--- config.mk ---
export PLATFORM = sky130hd
export DESIGN_NAME = motor_speed_incremental_pi_core
export DESIGN_NICKNAME = d
export VERILOG_FILES = /design/src/sv/mspi_pkg.sv /design/src/sv/mspi_serial_mac.sv /design/src/sv/motor_speed_incremental_pi_core.sv
export SDC_FILE = /design/constraint.sdc
export NUM_CORES = 2
export LEC_CHECK = 0
export BUFFER_PORTS_ARGS = -buffer_cell sky130_fd_sc_hd__clkbuf_2
export CELL_PAD_IN_SITES_DETAIL_PLACEMENT = 1
export CELL_PAD_IN_SITES_GLOBAL_PLACEMENT = 2
export CORE_MARGIN = 2
export CORE_UTILIZATION = 35
export CTS_CLUSTER_DIAMETER = 200
export DETAILED_ROUTE_END_ITERATION = 10
export PLACE_DENSITY_LB_ADDON = 0.1
export SYNTH_ARGS = -nofsm -noshare
export SYNTH_HDL_FRONTEND = slang
export SYNTH_SLANG_ARGS = --single-unit
--- constraint.sdc ---
create_clock -name clk -period 8.1 [get_ports clk]
set_clock_uncertainty 0.15 [all_clocks]
set_input_delay 2.43 -clock clk [delete_from_list [all_inputs] [get_ports clk]]
set_output_delay 2.43 -clock clk [all_outputs]
set_load 0.03 [all_outputs]
--- src/sv/mspi_pkg.sv ---
// shared types, constants and the saturation helper for the speed controller
`timescale 1ns / 1ps

package mspi_pkg;

    // register indexes on the configuration port
    localparam logic [2:0] REG_PROP_GAIN        = 3'd0;
    localparam logic [2:0] REG_INTEG_GAIN       = 3'd1;
    localparam logic [2:0] REG_SPEED_NORMAL     = 3'd2;
    localparam logic [2:0] REG_SPEED_ROUNDABOUT = 3'd3;
    localparam logic [2:0] REG_SPEED_REDUCED    = 3'd4;
    localparam logic [2:0] REG_DRIVE_LIMIT      = 3'd5;
    localparam logic [2:0] REG_COUNT_TO_SPEED   = 3'd6;

    // register reset values
    localparam logic [23:0] PROP_GAIN_RST        = 24'd2097152;
    localparam logic [23:0] INTEG_GAIN_RST       = 24'd1114112;
    localparam logic [19:0] SPEED_NORMAL_RST     = 20'd98304;
    localparam logic [19:0] SPEED_ROUNDABOUT_RST = 20'd72090;
    localparam logic [19:0] SPEED_REDUCED_RST    = 20'd65536;
    localparam logic [22:0] DRIVE_LIMIT_RST      = 23'd4587520;
    localparam logic [15:0] COUNT_TO_SPEED_RST   = 16'd637;

    // road and counter constants
    localparam logic [7:0]         ROAD_STRAIGHT = 8'd0;
    localparam logic [11:0]        SENSOR_LOW    = 12'd100;
    localparam logic [11:0]        SENSOR_HIGH   = 12'd140;
    localparam logic signed [16:0] TOTAL_WRAP    = 17'sd32600;
    localparam logic signed [16:0] TOTAL_FLOOR   = -17'sd32768;
    localparam logic [11:0]        TICK_LIMIT    = 12'd3000;

    // serial multiplier: one multiplier bit per cycle
    localparam int MAC_STEPS = 24;
    localparam int MAC_CNT_W = $clog2(MAC_STEPS);
    localparam int MAC_RES_W = 33 + MAC_STEPS;

    // operands and result of the serial multiply-accumulate
    typedef struct packed {
        logic                 start;
        logic signed [31:0]   a1;
        logic signed [31:0]   a2;
        logic [MAC_STEPS-1:0] b1;
        logic [MAC_STEPS-1:0] b2;
    } mspi_mac_req_t;

    typedef struct packed {
        logic                         done;
        logic signed [MAC_RES_W-1:0]  result;
    } mspi_mac_rsp_t;

    // saturate a 41-bit signed value to the 32-bit signed range
    function automatic logic signed [31:0] sat32(input logic signed [40:0] v);
        logic signed [31:0] r;
        if ((v[40:31] == 10'h000) || (v[40:31] == 10'h3FF))
        begin
            r = v[31:0];
        end
        else if (v[40])
        begin
            r = 32'sh8000_0000;
        end
        else
        begin
            r = 32'sh7FFF_FFFF;
        end
        return r;
    endfunction

endpackage

--- src/sv/mspi_serial_mac.sv ---
// bit-serial multiply-accumulate: a1*b1 + a2*b2, one multiplier bit per cycle
`timescale 1ns / 1ps

module mspi_serial_mac
    import mspi_pkg::*;
(
    input  logic          clk,
    input  logic          rst_n,
    input  mspi_mac_req_t req,
    output mspi_mac_rsp_t rsp
);

    logic signed [32:0]    acc_reg, acc_next;
    logic [MAC_STEPS-1:0]  low_reg, low_next;
    logic [MAC_STEPS-1:0]  b1_reg, b1_next;
    logic [MAC_STEPS-1:0]  b2_reg, b2_next;
    logic signed [31:0]    a1_reg, a1_next;
    logic signed [31:0]    a2_reg, a2_next;
    logic [MAC_CNT_W-1:0]  cnt_reg, cnt_next;
    logic                  busy_reg, busy_next;
    logic                  done_reg, done_next;

    logic signed [32:0]    part;
    logic signed [33:0]    sum;

    // partial products of the current multiplier bits, added at the top
    always_comb
    begin
        part = (b1_reg[0] ? 33'(a1_reg) : 33'sd0) + (b2_reg[0] ? 33'(a2_reg) : 33'sd0);
        sum  = 34'(acc_reg) + 34'(part);
    end

    // next values of the shift-add datapath
    always_comb
    begin
        acc_next  = acc_reg;
        low_next  = low_reg;
        b1_next   = b1_reg;
        b2_next   = b2_reg;
        a1_next   = a1_reg;
        a2_next   = a2_reg;
        cnt_next  = cnt_reg;
        busy_next = busy_reg;
        done_next = 1'b0;
        if (req.start)
        begin
            acc_next  = '0;
            low_next  = '0;
            b1_next   = req.b1;
            b2_next   = req.b2;
            a1_next   = req.a1;
            a2_next   = req.a2;
            cnt_next  = '0;
            busy_next = 1'b1;
        end
        else if (busy_reg)
        begin
            acc_next = sum[33:1];
            low_next = {sum[0], low_reg[MAC_STEPS-1:1]};
            b1_next  = b1_reg >> 1;
            b2_next  = b2_reg >> 1;
            cnt_next = cnt_reg + 1'b1;
            if (cnt_reg == MAC_CNT_W'(MAC_STEPS - 1))
            begin
                busy_next = 1'b0;
                done_next = 1'b1;
            end
        end
    end

    // control registers
    always_ff @(posedge clk or negedge rst_n)
    begin
        if (!rst_n)
        begin
            busy_reg <= 1'b0;
            done_reg <= 1'b0;
            cnt_reg  <= '0;
        end
        else
        begin
            busy_reg <= busy_next;
            done_reg <= done_next;
            cnt_reg  <= cnt_next;
        end
    end

    // datapath registers
    always_ff @(posedge clk)
    begin
        acc_reg <= acc_next;
        low_reg <= low_next;
        b1_reg  <= b1_next;
        b2_reg  <= b2_next;
        a1_reg  <= a1_next;
        a2_reg  <= a2_next;
    end

    assign rsp.done   = done_reg;
    assign rsp.result = {acc_reg, low_reg};

endmodule

--- src/sv/motor_speed_incremental_pi_core.sv ---
// incremental pi speed controller: target choice, serial pi step, duties and counters
//
//  channel   signals                                    direction
//  input     in_valid/in_ready + 5 field ports           into block
//  output    out_valid/out_ready + 6 field ports         out of block
//  config    psel/penable/pwrite/paddr/pwdata/prdata     apb, pready tied high
//
//  an accepted word steps through speed, err, diff, pi, sum, clamp and out;
//  speed and pi each wait on a pass through the bit-serial mac
//  (measured speed, then the pi sum)
//  rst_n clears the pi state, counters, held duties and loads register defaults
//  a finished result waits in the output register; the next word is taken
//  meanwhile, and the last step stalls only if the output is still full
`timescale 1ns / 1ps

module motor_speed_incremental_pi_core
    import mspi_pkg::*;
(
    input  logic               clk,
    input  logic               rst_n,
    // input words
    input  logic               in_valid,
    output logic               in_ready,
    input  logic signed [15:0] encoder_delta,
    input  logic               run_enable,
    input  logic [7:0]         road_type,
    input  logic [11:0]        center_sensor,
    input  logic               in_roundabout,
    // result words
    output logic               out_valid,
    input  logic               out_ready,
    output logic [15:0]        forward_duty,
    output logic [15:0]        reverse_duty,
    output logic               duty_valid,
    output logic signed [23:0] drive_value,
    output logic signed [15:0] encoder_total,
    output logic [11:0]        run_ticks,
    // configuration
    input  logic               psel,
    input  logic               penable,
    input  logic               pwrite,
    input  logic [4:0]         paddr,
    input  logic [31:0]        pwdata,
    output logic [31:0]        prdata,
    output logic               pready
);

    typedef enum logic [2:0] {
        S_IDLE,
        S_SPEED,
        S_ERR,
        S_DIFF,
        S_PI,
        S_SUM,
        S_CLAMP,
        S_OUT
    } state_t;

    // configuration registers
    logic [23:0] prop_gain_reg;
    logic [23:0] integ_gain_reg;
    logic [19:0] speed_normal_reg;
    logic [19:0] speed_roundabout_reg;
    logic [19:0] speed_reduced_reg;
    logic [22:0] drive_limit_reg;
    logic [15:0] count_to_speed_reg;

    // control and persistent state
    state_t             state_reg, state_next;
    logic               mac_start_reg, mac_start_next;
    logic signed [23:0] level_reg, level_next;
    logic signed [31:0] prev_err_reg, prev_err_next;
    logic signed [15:0] total_reg, total_next;
    logic [11:0]        tick_reg, tick_next;
    logic               out_valid_reg, out_valid_next;
    logic [15:0]        fwd_reg, fwd_next;
    logic [15:0]        rev_reg, rev_next;
    logic               duty_valid_reg, duty_valid_next;
    logic signed [23:0] drive_out_reg, drive_out_next;
    logic signed [15:0] total_out_reg, total_out_next;
    logic [11:0]        ticks_out_reg, ticks_out_next;

    // per-word working registers
    logic signed [15:0] delta_reg, delta_next;
    logic [19:0]        target_reg, target_next;
    logic signed [31:0] speed_reg, speed_next;
    logic signed [31:0] err_reg, err_next;
    logic signed [31:0] diff_reg, diff_next;
    logic signed [31:0] add_reg, add_next;
    logic signed [31:0] sum_reg, sum_next;

    mspi_mac_req_t mac_req;
    mspi_mac_rsp_t mac_rsp;

    logic               cfg_write;
    logic               in_take;
    logic               normal_road;
    logic               count_tick;
    logic [19:0]        target_sel;
    logic signed [16:0] total_sum;
    logic signed [32:0] lim_pos;
    logic signed [32:0] lim_neg;
    logic signed [23:0] level_mag;
    logic [29:0]        duty_scaled;

    assign pready    = 1'b1;
    assign cfg_write = psel && penable && pwrite;
    assign in_ready  = (state_reg == S_IDLE);
    assign in_take   = in_valid && in_ready;

    // configuration writes
    always_ff @(posedge clk or negedge rst_n)
    begin
        if (!rst_n)
        begin
            prop_gain_reg        <= PROP_GAIN_RST;
            integ_gain_reg       <= INTEG_GAIN_RST;
            speed_normal_reg     <= SPEED_NORMAL_RST;
            speed_roundabout_reg <= SPEED_ROUNDABOUT_RST;
            speed_reduced_reg    <= SPEED_REDUCED_RST;
            drive_limit_reg      <= DRIVE_LIMIT_RST;
            count_to_speed_reg   <= COUNT_TO_SPEED_RST;
        end
        else if (cfg_write)
        begin
            case (paddr[4:2])
                REG_PROP_GAIN:        prop_gain_reg        <= pwdata[23:0];
                REG_INTEG_GAIN:       integ_gain_reg       <= pwdata[23:0];
                REG_SPEED_NORMAL:     speed_normal_reg     <= pwdata[19:0];
                REG_SPEED_ROUNDABOUT: speed_roundabout_reg <= pwdata[19:0];
                REG_SPEED_REDUCED:    speed_reduced_reg    <= pwdata[19:0];
                REG_DRIVE_LIMIT:      drive_limit_reg      <= pwdata[22:0];
                REG_COUNT_TO_SPEED:   count_to_speed_reg   <= pwdata[15:0];
                default:              ;
            endcase
        end
    end

    // register read-back
    always_comb
    begin
        case (paddr[4:2])
            REG_PROP_GAIN:        prdata = 32'(prop_gain_reg);
            REG_INTEG_GAIN:       prdata = 32'(integ_gain_reg);
            REG_SPEED_NORMAL:     prdata = 32'(speed_normal_reg);
            REG_SPEED_ROUNDABOUT: prdata = 32'(speed_roundabout_reg);
            REG_SPEED_REDUCED:    prdata = 32'(speed_reduced_reg);
            REG_DRIVE_LIMIT:      prdata = 32'(drive_limit_reg);
            REG_COUNT_TO_SPEED:   prdata = 32'(count_to_speed_reg);
            default:              prdata = '0;
        endcase
    end

    // target choice and run-tick condition from the incoming word
    always_comb
    begin
        normal_road = (road_type == ROAD_STRAIGHT) && (center_sensor > SENSOR_LOW)
                      && (center_sensor < SENSOR_HIGH) && !in_roundabout;
        count_tick  = run_enable && (normal_road || !in_roundabout);
        if (!run_enable)
        begin
            target_sel = '0;
        end
        else if (normal_road)
        begin
            target_sel = speed_normal_reg;
        end
        else if (in_roundabout)
        begin
            target_sel = speed_roundabout_reg;
        end
        else
        begin
            target_sel = speed_reduced_reg;
        end
    end

    // encoder total: zeroed past the wrap limit, floored at the bottom
    assign total_sum = 17'(total_reg) + 17'(encoder_delta);

    // mac operands: speed pass, then the two pi products
    always_comb
    begin
        mac_req.start = mac_start_reg;
        if (state_reg == S_PI)
        begin
            mac_req.a1 = diff_reg;
            mac_req.b1 = prop_gain_reg;
            mac_req.a2 = err_reg;
            mac_req.b2 = integ_gain_reg;
        end
        else
        begin
            mac_req.a1 = 32'(delta_reg);
            mac_req.b1 = MAC_STEPS'(count_to_speed_reg);
            mac_req.a2 = '0;
            mac_req.b2 = '0;
        end
    end

    mspi_serial_mac u_mac (
        .clk   (clk),
        .rst_n (rst_n),
        .req   (mac_req),
        .rsp   (mac_rsp)
    );

    // clamp bounds and duty scaling (x100 = x64 + x32 + x4)
    always_comb
    begin
        lim_pos     = $signed({10'd0, drive_limit_reg});
        lim_neg     = -lim_pos;
        level_mag   = level_reg[23] ? -level_reg : level_reg;
        duty_scaled = (30'(level_mag[22:0]) << 6) + (30'(level_mag[22:0]) << 5)
                      + (30'(level_mag[22:0]) << 2);
    end

    // sequencer
    always_comb
    begin
        state_next      = state_reg;
        mac_start_next  = 1'b0;
        level_next      = level_reg;
        prev_err_next   = prev_err_reg;
        total_next      = total_reg;
        tick_next       = tick_reg;
        out_valid_next  = out_valid_reg && !out_ready;
        fwd_next        = fwd_reg;
        rev_next        = rev_reg;
        duty_valid_next = duty_valid_reg;
        drive_out_next  = drive_out_reg;
        total_out_next  = total_out_reg;
        ticks_out_next  = ticks_out_reg;
        delta_next      = delta_reg;
        target_next     = target_reg;
        speed_next      = speed_reg;
        err_next        = err_reg;
        diff_next       = diff_reg;
        add_next        = add_reg;
        sum_next        = sum_reg;
        case (state_reg)
            S_IDLE:
            begin
                if (in_take)
                begin
                    delta_next     = encoder_delta;
                    target_next    = target_sel;
                    mac_start_next = 1'b1;
                    state_next     = S_SPEED;
                    if (count_tick && (tick_reg < TICK_LIMIT))
                    begin
                        tick_next = tick_reg + 1'b1;
                    end
                    if (total_sum > TOTAL_WRAP)
                    begin
                        total_next = '0;
                    end
                    else if (total_sum < TOTAL_FLOOR)
                    begin
                        total_next = TOTAL_FLOOR[15:0];
                    end
                    else
                    begin
                        total_next = total_sum[15:0];
                    end
                end
            end
            S_SPEED:
            begin
                if (mac_rsp.done)
                begin
                    speed_next = mac_rsp.result[31:0];
                    state_next = S_ERR;
                end
            end
            S_ERR:
            begin
                err_next   = sat32(41'(34'($signed({14'd0, target_reg})) - 34'(speed_reg)));
                state_next = S_DIFF;
            end
            S_DIFF:
            begin
                diff_next      = sat32(41'(34'(err_reg) - 34'(prev_err_reg)));
                prev_err_next  = err_reg;
                mac_start_next = 1'b1;
                state_next     = S_PI;
            end
            S_PI:
            begin
                // floor of the sum over 2^16 is an arithmetic shift
                if (mac_rsp.done)
                begin
                    add_next   = sat32(mac_rsp.result[MAC_RES_W-1:16]);
                    state_next = S_SUM;
                end
            end
            S_SUM:
            begin
                sum_next   = sat32(41'(34'(level_reg) + 34'(add_reg)));
                state_next = S_CLAMP;
            end
            S_CLAMP:
            begin
                if (33'(sum_reg) >= lim_pos)
                begin
                    level_next = lim_pos[23:0];
                end
                else if (33'(sum_reg) <= lim_neg)
                begin
                    level_next = lim_neg[23:0];
                end
                else
                begin
                    level_next = sum_reg[23:0];
                end
                state_next = S_OUT;
            end
            S_OUT:
            begin
                // duties are held when the level sits at zero
                if (!out_valid_reg || out_ready)
                begin
                    out_valid_next  = 1'b1;
                    duty_valid_next = (level_reg != '0);
                    drive_out_next  = level_reg;
                    total_out_next  = total_reg;
                    ticks_out_next  = tick_reg;
                    if (level_reg > 24'sd0)
                    begin
                        fwd_next = 16'(duty_scaled[29:16]);
                        rev_next = '0;
                    end
                    else if (level_reg < 24'sd0)
                    begin
                        fwd_next = '0;
                        rev_next = 16'(duty_scaled[29:16]);
                    end
                    state_next = S_IDLE;
                end
            end
            default:
            begin
                state_next = S_IDLE;
            end
        endcase
    end

    // state and registered outputs
    always_ff @(posedge clk or negedge rst_n)
    begin
        if (!rst_n)
        begin
            state_reg      <= S_IDLE;
            mac_start_reg  <= 1'b0;
            level_reg      <= '0;
            prev_err_reg   <= '0;
            total_reg      <= '0;
            tick_reg       <= '0;
            out_valid_reg  <= 1'b0;
            fwd_reg        <= '0;
            rev_reg        <= '0;
            duty_valid_reg <= 1'b0;
            drive_out_reg  <= '0;
            total_out_reg  <= '0;
            ticks_out_reg  <= '0;
        end
        else
        begin
            state_reg      <= state_next;
            mac_start_reg  <= mac_start_next;
            level_reg      <= level_next;
            prev_err_reg   <= prev_err_next;
            total_reg      <= total_next;
            tick_reg       <= tick_next;
            out_valid_reg  <= out_valid_next;
            fwd_reg        <= fwd_next;
            rev_reg        <= rev_next;
            duty_valid_reg <= duty_valid_next;
            drive_out_reg  <= drive_out_next;
            total_out_reg  <= total_out_next;
            ticks_out_reg  <= ticks_out_next;
        end
    end

    // per-word working registers
    always_ff @(posedge clk)
    begin
        delta_reg  <= delta_next;
        target_reg <= target_next;
        speed_reg  <= speed_next;
        err_reg    <= err_next;
        diff_reg   <= diff_next;
        add_reg    <= add_next;
        sum_reg    <= sum_next;
    end

    assign out_valid     = out_valid_reg;
    assign forward_duty  = fwd_reg;
    assign reverse_duty  = rev_reg;
    assign duty_valid    = duty_valid_reg;
    assign drive_value   = drive_out_reg;
    assign encoder_total = total_out_reg;
    assign run_ticks     = ticks_out_reg;

endmodule

# Word-level counts from Yosys, hierarchy flattened
# Index checks and enable logic that the tools add are counted.
# classes
n_addsub	12
n_lt_le_gt_ge	9
eq_ne	22
mux	44
n_reduce_logical	42
# op_table
operator	count
two-way mux 32 bit	8
case mux 24 bit (7 select lines)	1
two-way mux 24 bit	6
two-way mux 112 bit	1
two-way mux 16 bit	6
two-way mux 33 bit	2
== test 10 bit, second input constant	4
logical NOT 10 bit	4
two-way mux 20 bit	2
adder 33 x 33 -> 34 bit	1
adder 24 x 32 -> 33 bit	1
adder 33 bit	1
<= comparator 32 x 33 -> 1 bit	1
negator 23 -> 33 bit	1
subtractor 21 x 32 -> 33 bit	1
subtractor 32 x 32 -> 33 bit	1
greater-or-equal comparator 32 x 24 -> 1 bit	1
adder 29 x 28 -> 30 bit	1
adder 30 x 25 -> 30 bit	1
> comparator 24 x 1 -> 1 bit, second input constant	1
< comparator 24 x 1 -> 1 bit, second input constant	1
case mux 3 bit (8 select lines)	1
nonzero test 24 bit	1
two-way mux 23 bit	1
other kinds (28)	80
# totals
regBits	693
in_bits	82
elab_cells	165

# Logic depth before layout (Yosys ltp)
# depth
word_depth	8
depth_mapped	28

# Cells and area by module
# From an unflattened synthesis, not the netlist that was laid out.
# hier_totals
hier_cells	4001
hier_area_um2	41089.4
# modules_own_cells
mod	n_inst	cells_each	area_per_inst_um2	seq_area_each_um2
motor_speed_incremental_pi_core	1	3078	31148.6	13848.3
mspi_serial_mac	1	923	9940.8	4679.5

# Worst setup path after synthesis
# OpenSTA, ideal clock, no wires.
# synth_timing
path_type	in2out
from	in paddr[3]
to	out prdata[1]
arrival_ns	4.503
setup_slack_ns	1.017
stages	6
cell_sequence	clkbuf_1 clkbuf_1 clkbuf_1 clkbuf_1 a31oi_1 o21ai_0
# synth_between
elab_chain_len	2
elab_cells_between_ends	8
cone_classes	eq/ne: 6; mux: 1; reduce/logical: 1
# synth_rtl
element	line_no	source
start, declared	motor_speed_incremental_pi_core.sv:42	input logic [4:0] paddr,
== test 3 bit, or another cell as far along	motor_speed_incremental_pi_core.sv:142	case (paddr[4:2])
case mux 24 bit (7 select lines) (*)	motor_speed_incremental_pi_core.sv:142	
end, declared	motor_speed_incremental_pi_core.sv:44	output logic [31:0] prdata,
# Mark *: on every way between the ends. The rest lies on a longest branch, timed or not.

# Worst setup path after layout
# layout_timing
from	in paddr[3]
to	out prdata[13]
# The elaborated chain is that of the path after synthesis.

==> results.yml <==
synth:
  synth_top_family_by_area: "compound AO/OA/AOI/OAI gates"
  netlist_instances: 3873
  synth_xor_area_share_pct: 4.590
  synth_area_mm2: 0.04007
  ys_warn_count: 0
  yosys.area_share.simple_pct: 13.31
  synth-compound-area-share_pct: 14.46
  synthAdderAreaFrac_pct: 9.274
  ys_seq_area_share_pct: 46.24
  synth_edf_count: 308
  ys_types: 111
  synthArstFlopShare_pct: 47.02
  syn_area_per_cell_um2: 10.35
  synth-main-ff-cell: "edfxtp_1"
  synth_seq_cells: 689
  synth.area.mux_share_pct: 8.237
finish:
  final_common_cell: "nand2_1"
  largest_register_ffs: 33
  area_growth_syn_to_layout_pct: 13.96
  drive_gt1_share_pct: 15.80
  final_nets: 4382
  mostFrequentLayoutCells: "nand2_1 (432), edfxtp_1 (308), dfrtp_1 (298)"
floorplan:
  die_w_um: 342.4
  fp.dieH_um: 342.4
  placementRows: 124
  start_util_pct: 35.19
  die_area_mm2: 0.1172
  core_mm2: 0.1139
  ios: 202
power_and_ir_drop:
  switching_share_pct: 42.96
  p_comb_share_pct: 50.1
  p_sw_mw: 8.611
  power.internal_mw: 11.43
  leakagePower_nw: 20.25
  ir_drop_v: 0.0002009
  power_mw: 20.04
  pwr-share-seq_pct: 29.7
  clkPwrFrac_pct: 20.3
  power.density_mw_per_mm2: 439.0
critical_path:
  max_stage_delay_ps: 710
  r2r_slack_ps: 1570
  crit_type: "in -> out"
  r2r_cells: 27
  crit_buf_inv: 3
  slowest_stage: "nand2b_1"
  cp_cell_sequence: "buf_2 > nand2b_1 > buf_4 > o221ai_1 > o21a_1 > clkbuf_2"
  r2r-end: "u_mac.acc_reg[31]"
  startpoint_type: "input port"
  cp_data_arrival_time_ps: 4360
  critPathMaxFanout: 21
  crit_family: "buffers and inverters"
  cp-end-kind: "primary output"
  crit_required_ps: 5520
  r2r-start: "u_mac.b2_reg[0]"
timing:
  fin_crit_ps: 6938
  slew_viol_final: 0
  relSlewSlack_pct: 22.62
  hold_viol: 0
  rsz0062_at_grt: "no"
  setup_tns_ps: 0
  setup-violations-final: 0
  max_freq_ghz: 0.1441
  worst_pin_slew_ps: 1154
  fin_crit_sh_pct: 85.65
cts:
  ctsResizeCount: 0
  path_clk_slew_ps: 60
  clock_latency_ps: 680
  post_cts_buffers: 0
  numCtsBuffers: 87
  cts_sinks: 689
  cts_tree: "built"
  cts_buffer_depth: 3
  h-tree-depth: 3
  cts-root-buf: "clkbuf_16"
  cts_hold_buffers: 0
global_routing:
  antenna_found_initial: 5
  overflow: 0
  grt_pass1_vias: 30240
  grt_max_degree: 135
  grt_use_total_pct: 20.31
  grt_pass1_wl_mm: 184.5
placement:
  routabilityCongestion: 0.8221
  hpwl_mm: 87.13
  io_buffer_count: 178
routing:
  vias_per_cell: 5.229
  vias: 29350
  dr.pass1.iters: 5
  wire_per_inst_um: 21.24
  drtAntennaViolNets: 0
  drc: 0
  drt-initial-drc-count: 1314
  drt-total-wl_mm: 119.2
min_path:
  hp-start: "u_mac.low_reg[0]"
  hold_depth: 0
  min_to: "speed_reg[0]"
  min_path_type: "reg -> reg"
run_status:
  status: "finished clean"
flow_run:
  cap_violations: 0
-- through the flow --
step	setup slack (ps)	util, %	hold slack (ps)	cell area (um^2)	std cells
2_1_floorplan	1017	-	257.6	40110	3884
3_5_place_dp	1143	37.47	267.6	42670	5449
5_1_grt	833.1	40.10	305.8	45660	5613
4_1_cts	1141	40.09	282.2	45660	5612
3_3_place_gp	1180	37.46	264.2	42660	5448
6_report	1162	40.10	280.4	45660	5614
-- per-layer routing --
| metal | GRT usage, % | wire, um | up-vias |
|---|---|---|---|
| li1 | - | - | 14200 |
| met1 | 28.97 | 58110 | 14570 |
| met2 | 32.39 | 54190 | 437 |
| met3 | 2.713 | 4416 | 150 |
| met4 | 5.227 | 2512 | 0 |
| met5 | 0 | 0 | - |
-- final cells by class --
cell class              instances  area [um^2]
fillers                     12760        68220
multi-input cells            2810        20130
flip-flops and latches        689        18530
clock buffers                 120         2456
well taps                    1512         1892
repair buffers                233         1346
inverters                     205        769.5
clock inverters                43        528.0
diodes                          2        5.005
-- kinds of logic after synthesis --
kind of cell,Yosys count
other cells,2
flops,689
buf+inv,385
mux,295
simple gates,1127
fa+ha+maj,284
compound gates,884
xor+xnor,207
-- power groups by stage --
stage               Clock, mW  Combinational, mW  Sequential, mW
floorplan                   0               7.41            5.86
global placement            0               10.0            6.03
detailed placement          0               10.1            6.04
CTS                      4.19               10.2            5.98
global route             4.32               11.4            6.09
finish                   4.06               10.0            5.95
-- worst max-delay path by stage --
| stage | from | end | slack (ps) | cells past startpoint |
|---|---|---|---|---|
| global route | u_mac.b2_reg[0] | u_mac.acc_reg[31] | 830 | 27 |
| global placement | paddr[3] | prdata[13] | 1180 | 6 |
| floorplan | paddr[3] | prdata[1] | 1020 | 6 |
| CTS | paddr[3] | prdata[13] | 1140 | 6 |
| detailed placement | paddr[3] | prdata[13] | 1140 | 6 |
| finish | paddr[3] | prdata[13] | 1160 | 6 |
-- Yosys cell counts (14+ instances only) --
master	n	area, um^2
fa_1	25	500.5
dfrtp_1	300	7507
a22o_1	17	148.9
o22ai_1	21	131.4
o31ai_1	26	195.2
o21ai_0	236	1181
nand2_1	432	1622
o211a_1	21	210.2
a211oi_1	17	127.6
nor3_1	57	285.3
o21ai_1	17	85.08
xnor2_1	128	1121
dfstp_2	24	630.6
buf_4	15	112.6
buf_1	14	52.55
inv_1	199	747.0
a21o_1	103	773.2
a221o_1	18	180.2
nand2b_1	33	206.5
or3_1	18	112.6
and2_1	111	694.4
xor2_1	77	674.4
ha_1	249	3115
a31oi_1	26	162.7
and3_1	26	162.7
edfxtp_1	308	9249
clkbuf_1	135	506.7
dfxtp_1	57	1141
mux2_2	158	1779
nand4_1	25	156.4
nor2b_1	36	225.2
a21oi_1	220	1101
nor2_1	242	908.4
mux2i_1	125	1251
o21a_1	30	225.2
nand3_1	74	370.4
-- worst reg2reg max path, cell delays in order (launching register included) --
cell	delay, ps
edfxtp_1	570
and2_1	230
ha_1	200
inv_1	70
fa_1	190
nor2b_1	60
o21ai_2	120
a21boi_1	110
or4_1	510
a31oi_1	240
o21ai_1	220
a31oi_1	320
nor2b_1	90
o21a_1	200
o41a_1	320
xnor2_1	150
ha_1	390
nand3_1	110
nor2_1	190
nand3_1	120
or3_1	310
o32a_1	230
a221oi_1	520
a32o_1	250
o221ai_1	150
xnor2_1	150
mux2i_1	130
nor2_1	50
Power figures use the tool's default switching activity.
